==> config.mk <==
export PLATFORM = sky130hd
export DESIGN_NAME = snor_seq
export DESIGN_NICKNAME = d
export VERILOG_FILES = /design/src/rtl/core/snor_pkg.sv /design/src/rtl/core/snor_seq.sv
export SDC_FILE = /design/constraint.sdc
export NUM_CORES = 1
export LEC_CHECK = 0
export ABC_CLOCK_PERIOD_IN_PS = 4900
export BUFFER_PORTS_ARGS = -buffer_cell sky130_fd_sc_hd__buf_2
export CAP_MARGIN = 20
export CORE_MARGIN = 2
export CORE_UTILIZATION = 60
export CTS_BUF_LIST = sky130_fd_sc_hd__clkbuf_2 sky130_fd_sc_hd__clkbuf_4 sky130_fd_sc_hd__clkbuf_8
export DETAILED_ROUTE_END_ITERATION = 8
export PLACE_DENSITY = 0.82
export SLEW_MARGIN = 10
export SYNTH_ARGS = -nofsm -noshare
export SYNTH_HDL_FRONTEND = slang
export SYNTH_SLANG_ARGS = --single-unit
==> constraint.sdc <==
create_clock -name clk -period 4.9 [get_ports clk]
set_clock_uncertainty 0.05 [all_clocks]
set_input_delay 0.245 -clock clk [delete_from_list [all_inputs] [get_ports clk]]
set_output_delay 0.245 -clock clk [all_outputs]
set_load 0.02 [all_outputs]
==> src/rtl/core/snor_pkg.sv <==
// Shared constants for the SPI NOR flash command engine: widths, reset values,
// configuration register indexes and command opcodes.
// No dependencies.
`default_nettype none

package snor_pkg;

  localparam int ADDR_W    = 25;
  localparam int ID_W      = 24;
  localparam int SIZE_W    = 17;
  localparam int CFG_IDX_W = 1;
  localparam int CFG_W     = 24;

  localparam int STORE_BYTES_DEF  = 65536;
  localparam int SECTOR_BYTES_DEF = 4096;
  localparam int PAGE_BYTES_DEF   = 256;

  localparam logic [SIZE_W-1:0] FLASH_SIZE_RST = 17'd65536;
  localparam logic [ID_W-1:0]   JEDEC_RST      = 24'hEF3015;

  localparam logic [CFG_IDX_W-1:0] CFG_FLASH_SIZE = 1'd0;
  localparam logic [CFG_IDX_W-1:0] CFG_JEDEC      = 1'd1;

  localparam logic [7:0] OP_JEDEC = 8'h9F;
  localparam logic [7:0] OP_RDSR  = 8'h05;
  localparam logic [7:0] OP_WREN  = 8'h06;
  localparam logic [7:0] OP_WRDI  = 8'h04;
  localparam logic [7:0] OP_SE    = 8'h20;
  localparam logic [7:0] OP_PP    = 8'h02;
  localparam logic [7:0] OP_READ  = 8'h03;

  localparam logic [7:0] ERASED_BYTE = 8'hFF;

endpackage

`default_nettype wire

==> src/rtl/core/snor_seq.sv <==
// Command sequencer: decodes the byte stream, keeps the command phase and the
// write-enable latch, and runs reads, programs, sector erases and the reset
// clear pass against the flash array. Depends on snor_pkg.
`default_nettype none

module snor_seq #(
  parameter int STORE_BYTES  = 65536,
  parameter int SECTOR_BYTES = 4096,
  parameter int PAGE_BYTES   = 256
) (
  input  logic                           clk,
  input  logic                           rst,
  input  logic                           in_fire,
  input  logic                           in_action,
  input  logic [7:0]                     in_tx,
  output logic                           ready,
  input  logic [snor_pkg::ADDR_W-1:0]    size_eff,
  input  logic [snor_pkg::ID_W-1:0]      identity,
  input  logic                           post_ok,
  output logic                           post_valid,
  output logic [7:0]                     post_byte,
  output logic                           mem_we,
  output logic [$clog2(STORE_BYTES)-1:0] mem_waddr,
  output logic [7:0]                     mem_wdata,
  output logic                           mem_re,
  output logic [$clog2(STORE_BYTES)-1:0] mem_raddr,
  input  logic [7:0]                     mem_rdata
);

  import snor_pkg::*;

  localparam int AW = $clog2(STORE_BYTES);
  localparam logic [AW-1:0]     CLR_LAST   = AW'(STORE_BYTES - 1);
  localparam logic [ADDR_W-1:0] SECT_SPAN  = ADDR_W'(SECTOR_BYTES);
  localparam logic [ADDR_W-1:0] SECT_MASK  = ~(ADDR_W'(SECTOR_BYTES) - 25'd1);
  localparam logic [ADDR_W-1:0] PAGE_SPAN  = ADDR_W'(PAGE_BYTES);
  localparam logic [ADDR_W-1:0] PAGE_MASK  = ~(ADDR_W'(PAGE_BYTES) - 25'd1);
  localparam logic [ADDR_W-1:0] ALL_ONES25 = '1;

  localparam logic [2:0] ST_CLEAR = 3'd0;
  localparam logic [2:0] ST_IDLE  = 3'd1;
  localparam logic [2:0] ST_EXEC  = 3'd2;
  localparam logic [2:0] ST_RDATA = 3'd3;
  localparam logic [2:0] ST_ERASE = 3'd4;
  localparam logic [2:0] ST_POST  = 3'd5;

  localparam logic [4:0] PH_IDLE      = 5'd0;
  localparam logic [4:0] PH_ID0       = 5'd1;
  localparam logic [4:0] PH_ID1       = 5'd2;
  localparam logic [4:0] PH_ID2       = 5'd3;
  localparam logic [4:0] PH_STATUS    = 5'd4;
  localparam logic [4:0] PH_RD_A0     = 5'd5;
  localparam logic [4:0] PH_RD_A1     = 5'd6;
  localparam logic [4:0] PH_RD_A2     = 5'd7;
  localparam logic [4:0] PH_RD_STREAM = 5'd8;
  localparam logic [4:0] PH_PP_A0     = 5'd9;
  localparam logic [4:0] PH_PP_A1     = 5'd10;
  localparam logic [4:0] PH_PP_A2     = 5'd11;
  localparam logic [4:0] PH_PP_STREAM = 5'd12;
  localparam logic [4:0] PH_SE_A0     = 5'd13;
  localparam logic [4:0] PH_SE_A1     = 5'd14;
  localparam logic [4:0] PH_SE_A2     = 5'd15;

  logic [2:0]        st, st_next;
  logic [4:0]        phase, phase_next;
  logic              wel, wel_next;
  logic [ID_W-1:0]   cmd_addr, cmd_addr_next;
  logic [ADDR_W-1:0] op_addr, op_addr_next;
  logic [ADDR_W-1:0] page_limit, page_limit_next;
  logic              act_q, act_q_next;
  logic [7:0]        tx_q, tx_q_next;
  logic [7:0]        res, res_next;
  logic              rd_mode, rd_mode_next;
  logic [AW-1:0]     pp_addr, pp_addr_next;
  logic [ADDR_W-1:0] er_idx, er_idx_next;
  logic [ADDR_W-1:0] er_end, er_end_next;
  logic [AW-1:0]     clr_idx, clr_idx_next;

  logic [ADDR_W-1:0] a_full;
  logic              op_ok;
  logic              se_ok;
  logic [ADDR_W-1:0] se_base;
  logic [ADDR_W-1:0] se_top;
  logic [ADDR_W-1:0] se_end;
  logic [ADDR_W-1:0] pp_page;
  logic [ADDR_W-1:0] op_inc;
  logic [ADDR_W-1:0] er_inc;

  assign a_full  = {1'b0, cmd_addr[23:8], tx_q};
  assign op_ok   = op_addr < size_eff;
  assign se_ok   = a_full < size_eff;
  assign se_base = a_full & SECT_MASK;
  assign se_top  = se_base + SECT_SPAN;
  assign se_end  = (se_top > size_eff) ? size_eff : se_top;
  assign pp_page = (a_full & PAGE_MASK) + PAGE_SPAN;
  assign op_inc  = op_addr + 25'd1;
  assign er_inc  = er_idx + 25'd1;

  assign ready     = (st == ST_IDLE);
  assign post_byte = res;

  always_comb begin
    st_next         = st;
    phase_next      = phase;
    wel_next        = wel;
    cmd_addr_next   = cmd_addr;
    op_addr_next    = op_addr;
    page_limit_next = page_limit;
    act_q_next      = act_q;
    tx_q_next       = tx_q;
    res_next        = res;
    rd_mode_next    = rd_mode;
    pp_addr_next    = pp_addr;
    er_idx_next     = er_idx;
    er_end_next     = er_end;
    clr_idx_next    = clr_idx;
    mem_we          = 1'b0;
    mem_waddr       = '0;
    mem_wdata       = ERASED_BYTE;
    mem_re          = 1'b0;
    mem_raddr       = op_addr[AW-1:0];
    post_valid      = 1'b0;

    case (st)
      ST_CLEAR: begin
        mem_we       = 1'b1;
        mem_waddr    = clr_idx;
        clr_idx_next = clr_idx + 1'b1;
        if (clr_idx == CLR_LAST) begin
          st_next = ST_IDLE;
        end
      end
      ST_IDLE: begin
        if (in_fire) begin
          act_q_next = in_action;
          tx_q_next  = in_tx;
          st_next    = ST_EXEC;
        end
      end
      ST_EXEC: begin
        res_next = 8'd0;
        st_next  = ST_POST;
        if (act_q) begin
          if (phase == PH_PP_STREAM) begin
            page_limit_next = ALL_ONES25;
            wel_next        = 1'b0;
          end
          phase_next = PH_IDLE;
        end else begin
          case (phase)
            PH_IDLE: begin
              case (tx_q)
                OP_JEDEC: phase_next = PH_ID0;
                OP_RDSR:  phase_next = PH_STATUS;
                OP_WREN:  wel_next = 1'b1;
                OP_WRDI:  wel_next = 1'b0;
                OP_SE: begin
                  cmd_addr_next = '0;
                  phase_next    = PH_SE_A0;
                end
                OP_PP: begin
                  cmd_addr_next = '0;
                  phase_next    = PH_PP_A0;
                end
                OP_READ: begin
                  cmd_addr_next = '0;
                  phase_next    = PH_RD_A0;
                end
                default: ;
              endcase
            end
            PH_ID0: begin
              res_next   = identity[23:16];
              phase_next = PH_ID1;
            end
            PH_ID1: begin
              res_next   = identity[15:8];
              phase_next = PH_ID2;
            end
            PH_ID2: begin
              res_next   = identity[7:0];
              phase_next = PH_IDLE;
            end
            PH_STATUS: res_next = {6'd0, wel, 1'b0};
            PH_RD_A0, PH_PP_A0, PH_SE_A0: begin
              cmd_addr_next = {tx_q, 16'd0};
              phase_next    = phase + 5'd1;
            end
            PH_RD_A1, PH_PP_A1, PH_SE_A1: begin
              cmd_addr_next = {cmd_addr[23:16], tx_q, 8'd0};
              phase_next    = phase + 5'd1;
            end
            PH_RD_A2: begin
              cmd_addr_next = a_full[ID_W-1:0];
              op_addr_next  = a_full;
              phase_next    = PH_RD_STREAM;
            end
            PH_RD_STREAM: begin
              if (op_ok) begin
                mem_re       = 1'b1;
                op_addr_next = op_inc;
                rd_mode_next = 1'b1;
                st_next      = ST_RDATA;
              end else begin
                res_next = ERASED_BYTE;
              end
            end
            PH_PP_A2: begin
              cmd_addr_next   = a_full[ID_W-1:0];
              op_addr_next    = a_full;
              page_limit_next = pp_page;
              phase_next      = PH_PP_STREAM;
            end
            PH_PP_STREAM: begin
              // The byte is merged only with the latch set, inside the size in use
              // and below the end of the page; otherwise it is dropped.
              if (wel && op_ok && (op_addr < page_limit)) begin
                mem_re       = 1'b1;
                pp_addr_next = op_addr[AW-1:0];
                op_addr_next = op_inc;
                rd_mode_next = 1'b0;
                st_next      = ST_RDATA;
              end
            end
            PH_SE_A2: begin
              cmd_addr_next = a_full[ID_W-1:0];
              phase_next    = PH_IDLE;
              if (wel && se_ok) begin
                er_idx_next = se_base;
                er_end_next = se_end;
                wel_next    = 1'b0;
                st_next     = ST_ERASE;
              end
            end
            default: phase_next = PH_IDLE;
          endcase
        end
      end
      ST_RDATA: begin
        if (rd_mode) begin
          res_next = mem_rdata;
        end else begin
          mem_we    = 1'b1;
          mem_waddr = pp_addr;
          mem_wdata = mem_rdata & tx_q;
        end
        st_next = ST_POST;
      end
      ST_ERASE: begin
        mem_we      = 1'b1;
        mem_waddr   = er_idx[AW-1:0];
        er_idx_next = er_inc;
        if (er_inc >= er_end) begin
          st_next = ST_POST;
        end
      end
      ST_POST: begin
        post_valid = 1'b1;
        if (post_ok) begin
          st_next = ST_IDLE;
        end
      end
      default: st_next = ST_IDLE;
    endcase
  end

  always_ff @(posedge clk) begin
    if (rst) begin
      st         <= ST_CLEAR;
      phase      <= PH_IDLE;
      wel        <= 1'b0;
      cmd_addr   <= '0;
      op_addr    <= '0;
      page_limit <= ALL_ONES25;
      clr_idx    <= '0;
    end else begin
      st         <= st_next;
      phase      <= phase_next;
      wel        <= wel_next;
      cmd_addr   <= cmd_addr_next;
      op_addr    <= op_addr_next;
      page_limit <= page_limit_next;
      clr_idx    <= clr_idx_next;
    end
  end

  always_ff @(posedge clk) begin
    act_q   <= act_q_next;
    tx_q    <= tx_q_next;
    res     <= res_next;
    rd_mode <= rd_mode_next;
    pp_addr <= pp_addr_next;
    er_idx  <= er_idx_next;
    er_end  <= er_end_next;
  end

`ifndef ASSERT_OFF
  a_read_in_range: assert property (@(posedge clk) disable iff (rst)
    mem_re |-> (op_addr < size_eff))
    else $error("array read issued outside the size in use");

  a_read_then_data: assert property (@(posedge clk) disable iff (rst)
    mem_re |=> (st == ST_RDATA))
    else $error("array read not followed by its data cycle");

  a_erase_bounded: assert property (@(posedge clk) disable iff (rst)
    (st == ST_ERASE) |-> ((er_idx < er_end) && (er_idx < size_eff)))
    else $error("erase sweep ran past its sector end");

  a_one_port_use: assert property (@(posedge clk) disable iff (rst)
    !(mem_we && mem_re))
    else $error("array written and read in the same cycle");

  a_no_wel_after_erase: assert property (@(posedge clk) disable iff (rst)
    ((st == ST_EXEC) && (st_next == ST_ERASE)) |=> !wel)
    else $error("write-enable latch kept after an accepted erase");
`endif

endmodule

`default_nettype wire

== After elaboration in Yosys (flattened, before gate mapping) ==
Index checks and enable logic that the tools add are counted.

* Equality and inequality tests: 44
* Add/sub/neg operators: 6
* Shift operators: 0
* Bitwise logic cells: 4
* Multipliers: 0
* Reductions and logical operators: 34
* Order comparisons: 5
* Div/mod/pow operators: 0
* Muxes and demuxes: 51

{| class="wikitable"
|+ Operators with widths
! cell !! number
|-
| $mux 25 || 9
|-
| $pmux 24 s4 || 1
|-
| $pmux 25 s3 || 1
|-
| $add 25x1->25 const B || 2
|-
| $lt 25x25->1 || 2
|-
| $pmux 25 s2 || 1
|-
| $pmux 16 s3 || 1
|-
| $eq 5x4->1 const B || 8
|-
| $mux 8 || 5
|-
| $pmux 8 s5 || 1
|-
| $pmux 5 s7 || 1
|-
| $add 24x13->25 const B || 1
|-
| $add 24x9->25 const B || 1
|-
| $ge 25x25->1 || 1
|-
| $gt 25x25->1 || 1
|-
| $lt 24x25->1 || 1
|-
| $pmux 5 s5 || 1
|-
| $eq 8x3->1 const B || 3
|-
| $mux 24 || 1
|-
| $mux 3 || 7
|-
| $eq 5x3->1 const B || 4
|-
| $ne 2x2->1 const B || 10
|-
| $reduce_and 5->1 || 4
|-
| $pmux 3 s6 || 1
|-
| 35 further kinds || 76
|}

* Register bits: 175
* Input port bits: 70
* Output and inout port bits: 52
* Bits in writable memories: 0
* Logic and storage cells: 159
* ROM bits: 0
* Memories: 0
* Bits in latches: 0

== Depth between registers and ports, before layout ==
* Word-level depth: 7
* Depth in mapped cells: 16
* Mapped depth without buffers: 15

== Worst setup path before layout ==
Ideal clock, no wire load.

* Kind: register -> register
* Start point: register tx_q[0]
* End point: register er_idx[0] (enable)
* Path slack: 974 ps
* Buffers on the path: 1
* Arrival time: 3,434 ps
* Period minus slack after synthesis: 3,926 ps
* Stages on the path, launching flop included: 10
* Library setup time: 442 ps
* Path through: edfxtp_1 clkbuf_1 nand2b_1 a21o_1 a21o_1 a21oi_1 o21ai_0 a311oi_1 o32ai_1 o21ai_0

* Cells in the longest elaborated chain, start to end: 4

{| class="wikitable"
|+ RTL lines
! what !! RTL line !! source
|-
| start: declaration || snor_seq.sv:71 || <nowiki>logic [7:0] tx_q, tx_q_next;</nowiki>
|-
| start signal: assignment || snor_seq.sv:289 || <nowiki>tx_q <= tx_q_next;</nowiki>
|-
| $lt 24x25->1 || snor_seq.sv:91 || <nowiki>assign se_ok = a_full < size_eff;</nowiki>
|-
| $logic_and 1x1->1 || snor_seq.sv:228 || <nowiki>if (wel && se_ok) begin</nowiki>
|-
| $ne 2x2->1 (no line) || -- ||
|-
| $reduce_and 4->1 (no line) || -- ||
|-
| end signal: assignment || snor_seq.sv:293 || <nowiki>er_idx <= er_idx_next;</nowiki>
|-
| end: declaration || snor_seq.sv:75 || <nowiki>logic [ADDR_W-1:0] er_idx, er_idx_next;</nowiki>
|}

Every way passes these cells.
A chain may end at the register's enable or synchronous reset.

== Final worst setup path ==
* Start point: register cmd_addr[13]
* End point: register er_end[15] (data pin)

* Cells in the longest elaborated chain, start to end: 3

{| class="wikitable"
|+ RTL lines
! what !! RTL line !! source
|-
| start: declaration || snor_seq.sv:67 || <nowiki>logic [ID_W-1:0] cmd_addr, cmd_addr_next;</nowiki>
|-
| start signal: assignment || snor_seq.sv:280 || <nowiki>cmd_addr <= cmd_addr_next;</nowiki>
|-
| $add 24x13->25 * || snor_seq.sv:93 || <nowiki>assign se_top = se_base + SECT_SPAN;</nowiki>
|-
| $gt 25x25->1 || snor_seq.sv:94 || <nowiki>assign se_end = (se_top > size_eff) ? size_eff : se_top;</nowiki>
|-
| $mux 25 * || snor_seq.sv:94 ||
|-
| net se_end[15] || snor_seq.sv:84 || <nowiki>logic [ADDR_W-1:0] se_end;</nowiki>
|-
| end signal: assignment || snor_seq.sv:294 || <nowiki>er_end <= er_end_next;</nowiki>
|-
| end: declaration || snor_seq.sv:76 || <nowiki>logic [ADDR_W-1:0] er_end, er_end_next;</nowiki>
|}

Mark *: on every way through the listed nets, which the timed path passes. The rest lies on a longest branch.

==> flow_results.xml <==
<?xml version="1.0" encoding="UTF-8"?>
<metrics>
  <group name="placed_design">
    <metric name="placed_insts" unit="">1627</metric>
    <metric name="portBuffers" unit="">121</metric>
    <metric name="finalWeightedCongestion" unit="">0.954</metric>
    <metric name="detailed_placement_wirelength_estimate" unit="um">25400</metric>
  </group>
  <group name="finish">
    <metric name="final_layout_size_suffix_gt1_frac" unit="">0.160</metric>
    <metric name="insertedDiodeCount" unit="">0</metric>
    <metric name="areaGrowthSynthToFinish" unit="%">9.79</metric>
    <metric name="final_cell_count_no_fill" unit="">1671</metric>
    <metric name="final_stage_net_count" unit="">1587</metric>
    <metric name="num-fill-cells" unit="">1501</metric>
  </group>
  <group name="logic_synthesis">
    <metric name="syn-cell-area" unit="sq um">11600</metric>
    <metric name="synth_async_sr_flop_share" unit="">0</metric>
    <metric name="post-synth-top-count-cell" unit="">sky130_fd_sc_hd__nand2_1</metric>
    <metric name="number_of_synthesized_register_bits" unit="">168</metric>
    <metric name="yosys_warnings" unit="">0</metric>
    <metric name="syn-instance-count" unit="">1311</metric>
    <metric name="synthTopCellsByArea" unit="">sky130_fd_sc_hd__edfxtp_1 (22%), sky130_fd_sc_hd__dfxtp_1 (14%), sky130_fd_sc_hd__ha_1 (13%)</metric>
    <metric name="synth_common_cells" unit="">sky130_fd_sc_hd__nand2_1 (140), sky130_fd_sc_hd__ha_1 (119), sky130_fd_sc_hd__nor2_1 (103), sky130_fd_sc_hd__a21oi_1 (92), sky130_fd_sc_hd__inv_1 (86)</metric>
    <metric name="syn_area_per_cell" unit="sq um">8.85</metric>
    <metric name="synthDominantCellAreaShare" unit="">0.217</metric>
    <metric name="synthDominantAreaCellType" unit="">sky130_fd_sc_hd__edfxtp_1</metric>
    <metric name="synth_edf_count" unit="">84</metric>
    <metric name="syn-num-nets" unit="">1500</metric>
    <metric name="synth.lib_cells_used.distinct" unit="">80</metric>
    <metric name="synth_flop_cell" unit="">sky130_fd_sc_hd__edfxtp_1</metric>
    <metric name="ys_seq_area_frac" unit="">0.362</metric>
  </group>
  <group name="floorplanning">
    <metric name="core.rowCount" unit="">50</metric>
    <metric name="initial_core_util" unit="">0.616</metric>
    <metric name="y_dimension_of_the_die" unit="um">143</metric>
    <metric name="floorplan.die.width" unit="um">143</metric>
    <metric name="io_pins" unit="">122</metric>
    <metric name="die_area" unit="sq um">20500</metric>
    <metric name="coreArea" unit="sq um">18800</metric>
  </group>
  <group name="setup_path">
    <metric name="critical_path.endpoint_type" unit="">flip-flop</metric>
    <metric name="setup.worst_path.start_class" unit="">flip-flop</metric>
    <metric name="path_delay_family" unit="">simple AND/OR/NAND/NOR gates</metric>
    <metric name="r2r.worst_path.cells" unit="">14</metric>
    <metric name="critical-path-slowest-cell" unit="">sky130_fd_sc_hd__dfxtp_1</metric>
    <metric name="critPathKind" unit="">reg -&gt; reg</metric>
    <metric name="worst-path-stages" unit="">14</metric>
    <metric name="max_stage_delay" unit="ns">0.50</metric>
    <metric name="crit_arrival" unit="ns">4.07</metric>
    <metric name="critical_path_fanouts_max" unit="">22</metric>
    <metric name="worstPathCellList" unit="">ha_1, nand3_1, nor2_1, and3_1, and3_1, xor2_1, ha_1, a21o_1, a21o_1, a21oi_1, o21ai_0, o41ai_2, buf_4, mux2_2</metric>
    <metric name="cp.buffers_inverters" unit="">1</metric>
    <metric name="timing.critical_path.required" unit="ns">5.09</metric>
  </group>
  <group name="sta">
    <metric name="finalSetupViolations" unit="">0</metric>
    <metric name="timing_worst_slew_pin_value" unit="ns">0.932</metric>
    <metric name="time_the_worst_path_needs_with_i_o_delays_and_setup" unit="ns">3.88</metric>
    <metric name="fin_crit_sh" unit="">0.791</metric>
    <metric name="hold_viol" unit="">0</metric>
    <metric name="maxSlewHeadroom" unit="">0.378</metric>
    <metric name="maxSlewViolCount" unit="">0</metric>
    <metric name="fmaxAchievable" unit="MHz">258</metric>
    <metric name="setup-tns-final" unit="ns">0</metric>
    <metric name="rsz_0062_raised_after_global_routing" unit="">false</metric>
  </group>
  <group name="cts">
    <metric name="number_of_buffers_created_by_cts" unit="">17</metric>
    <metric name="numClockSinks" unit="">168</metric>
    <metric name="clk_path_buf_depth" unit="">2</metric>
    <metric name="worst_skew_pair.late_latency" unit="ns">0.50</metric>
    <metric name="cts_tree" unit="">built</metric>
    <metric name="cts_root_buffer" unit="">sky130_fd_sc_hd__clkbuf_8</metric>
    <metric name="htree_num_levels" unit="">4</metric>
    <metric name="clk_pin_slew_worst_paths" unit="ns">0.10</metric>
  </group>
  <group name="detailed_routing">
    <metric name="route.detailed.vias_per_inst" unit="">6.36</metric>
    <metric name="antenna_left" unit="">0</metric>
    <metric name="route.final.wire_length" unit="um">33900</metric>
    <metric name="drt-initial-drc-count" unit="">1406</metric>
    <metric name="drc_errors" unit="">0</metric>
    <metric name="routed_vias" unit="">10600</metric>
    <metric name="detailedRoute.firstPassIterationCount" unit="">7</metric>
    <metric name="wl_per_cell" unit="um">20.3</metric>
  </group>
  <group name="job">
    <metric name="drv.max_cap_violation_count" unit="">0</metric>
  </group>
  <group name="power_and_ir_drop">
    <metric name="worst_ir_drop_vdd" unit="mV">0.152</metric>
    <metric name="fin_total_pwr" unit="mW">2.77</metric>
    <metric name="power_density" unit="nW/um^2">217</metric>
    <metric name="p_leak" unit="nW">5.53</metric>
  </group>
  <group name="global_route">
    <metric name="pin_count_of_the_biggest_net_entering_global_routing" unit="">66</metric>
    <metric name="global_route_wire_length_before_repair" unit="um">51500</metric>
    <metric name="grt_pass1_vias" unit="">9686</metric>
    <metric name="globalRouteTotalUtil" unit="">0.327</metric>
    <metric name="grt_remaining_overflow" unit="">0</metric>
    <metric name="antenna_found_initial" unit="">0</metric>
  </group>
  <group name="status">
    <metric name="run_status" unit="">completed</metric>
  </group>
  <group name="min_path">
    <metric name="hold_crit_class" unit="">in -&gt; reg</metric>
    <metric name="hold_depth" unit="">2</metric>
  </group>
</metrics>
## cell families after synthesis
kind of cell,Yosys count,synth area share
AO/OA/AOI/OAI,292,0.167
XOR/XNOR,62,0.0468
adder cells (fa/ha/maj),119,0.128
buffers and inverters,163,0.0625
flip-flops,168,0.362
multiplexers,41,0.0378
AND/OR/NAND/NOR,466,0.195
## stage by stage
step / hold slack, ns / instance area (sq um) / util / setup slack (ns)
floorplan: 0.294 / 11600 / - / 0.974
global placement: 0.373 / 12200 / 0.650 / 1.23
detailed placement: 0.374 / 12200 / 0.650 / 1.10
CTS: 0.00470 / 12700 / 0.676 / 1.08
global route: 0.0125 / 12700 / 0.677 / 0.818
finish: 0.00905 / 12700 / 0.677 / 1.02
## final cells by class
cell class | count | area (sq um) | share of cell area
multi-input combinational | 980 | 6700 | 0.526
sequential | 168 | 4200 | 0.330
timing repair buffer | 145 | 815 | 0.0639
tap | 260 | 325 | 0.0255
inverter | 86 | 323 | 0.0253
clock buffer | 17 | 234 | 0.0184
clock inverter | 15 | 139 | 0.0109
## final timing paths
| path | start | slack, ns | endpoint |
|---|---|---|---|
| min | mem_rdata[0] | 0.009 | post_byte[0]$_DFFE_PP_ |
| max | cmd_addr[13]$_SDFFE_PP0P_ | 1.02 | er_end[15]$_DFFE_PP_ |
| max reg2reg | cmd_addr[13]$_SDFFE_PP0P_ | 1.02 | er_end[15]$_DFFE_PP_ |
| min reg2reg | page_limit[7]$_SDFFE_PP1P_ | 0.44 | page_limit[7]$_SDFFE_PP1P_ |
## state kept, by name, summed over array words and instances, names as in the netlist
register	cells
rd_mode	1
phase	5
post_byte	8
cmd_addr	16
clr_idx	16
st	3
op_addr	25
pp_addr	16
act_q	1
er_idx	25
page_limit	18
er_end	25
wel	1
tx_q	8
## layer usage
layer / GRT usage / part of all wire / vias to the layer above
li1: - / - / 4919
met1: 0.449 / 0.41 / 4963
met2: 0.509 / 0.45 / 630
met3: 0.0604 / 0.099 / 110
met4: 0.137 / 0.040 / 0
met5: 0 / 0 / -
## power by group
part / internal (mW) / switching [mW]
combinational: 0.111 / 0.165
sequential: 1.48 / 0.0244
clock: 0.413 / 0.578
total: 2.00 / 0.768
## placed cells by master (no fill, tap or decap), types with 6 or more instances in the layout
cell type,n
sky130_fd_sc_hd__dlygate4sd3_1,11
sky130_fd_sc_hd__nand2b_1,15
sky130_fd_sc_hd__dfxtp_1,84
sky130_fd_sc_hd__nand3_1,55
sky130_fd_sc_hd__mux2_2,23
sky130_fd_sc_hd__ha_1,119
sky130_fd_sc_hd__buf_4,11
sky130_fd_sc_hd__buf_2,122
sky130_fd_sc_hd__mux2i_1,18
sky130_fd_sc_hd__or3_1,9
sky130_fd_sc_hd__o211ai_1,16
sky130_fd_sc_hd__o21ai_0,59
sky130_fd_sc_hd__o21a_1,6
sky130_fd_sc_hd__a21o_1,29
sky130_fd_sc_hd__and2_1,8
sky130_fd_sc_hd__nor2_1,102
sky130_fd_sc_hd__and3_1,17
sky130_fd_sc_hd__xnor2_1,30
sky130_fd_sc_hd__or2_2,7
sky130_fd_sc_hd__o32ai_1,8
sky130_fd_sc_hd__o22ai_1,8
sky130_fd_sc_hd__nand4_1,33
sky130_fd_sc_hd__edfxtp_1,84
sky130_fd_sc_hd__nor2b_1,17
sky130_fd_sc_hd__a222oi_1,7
sky130_fd_sc_hd__nor3_1,25
sky130_fd_sc_hd__nand2_1,140
sky130_fd_sc_hd__a21oi_1,92
sky130_fd_sc_hd__a211oi_1,10
sky130_fd_sc_hd__inv_1,87
sky130_fd_sc_hd__xor2_1,32
sky130_fd_sc_hd__nor4_1,10
sky130_fd_sc_hd__clkbuf_8,17
## what timing repair did
action,4_1_cts,5_1_grt
hold buffers,11,0
hold endpoints to repair,11,0
resized for setup,0,0
setup buffers,0,0
(Power assumes the default switching activity.)
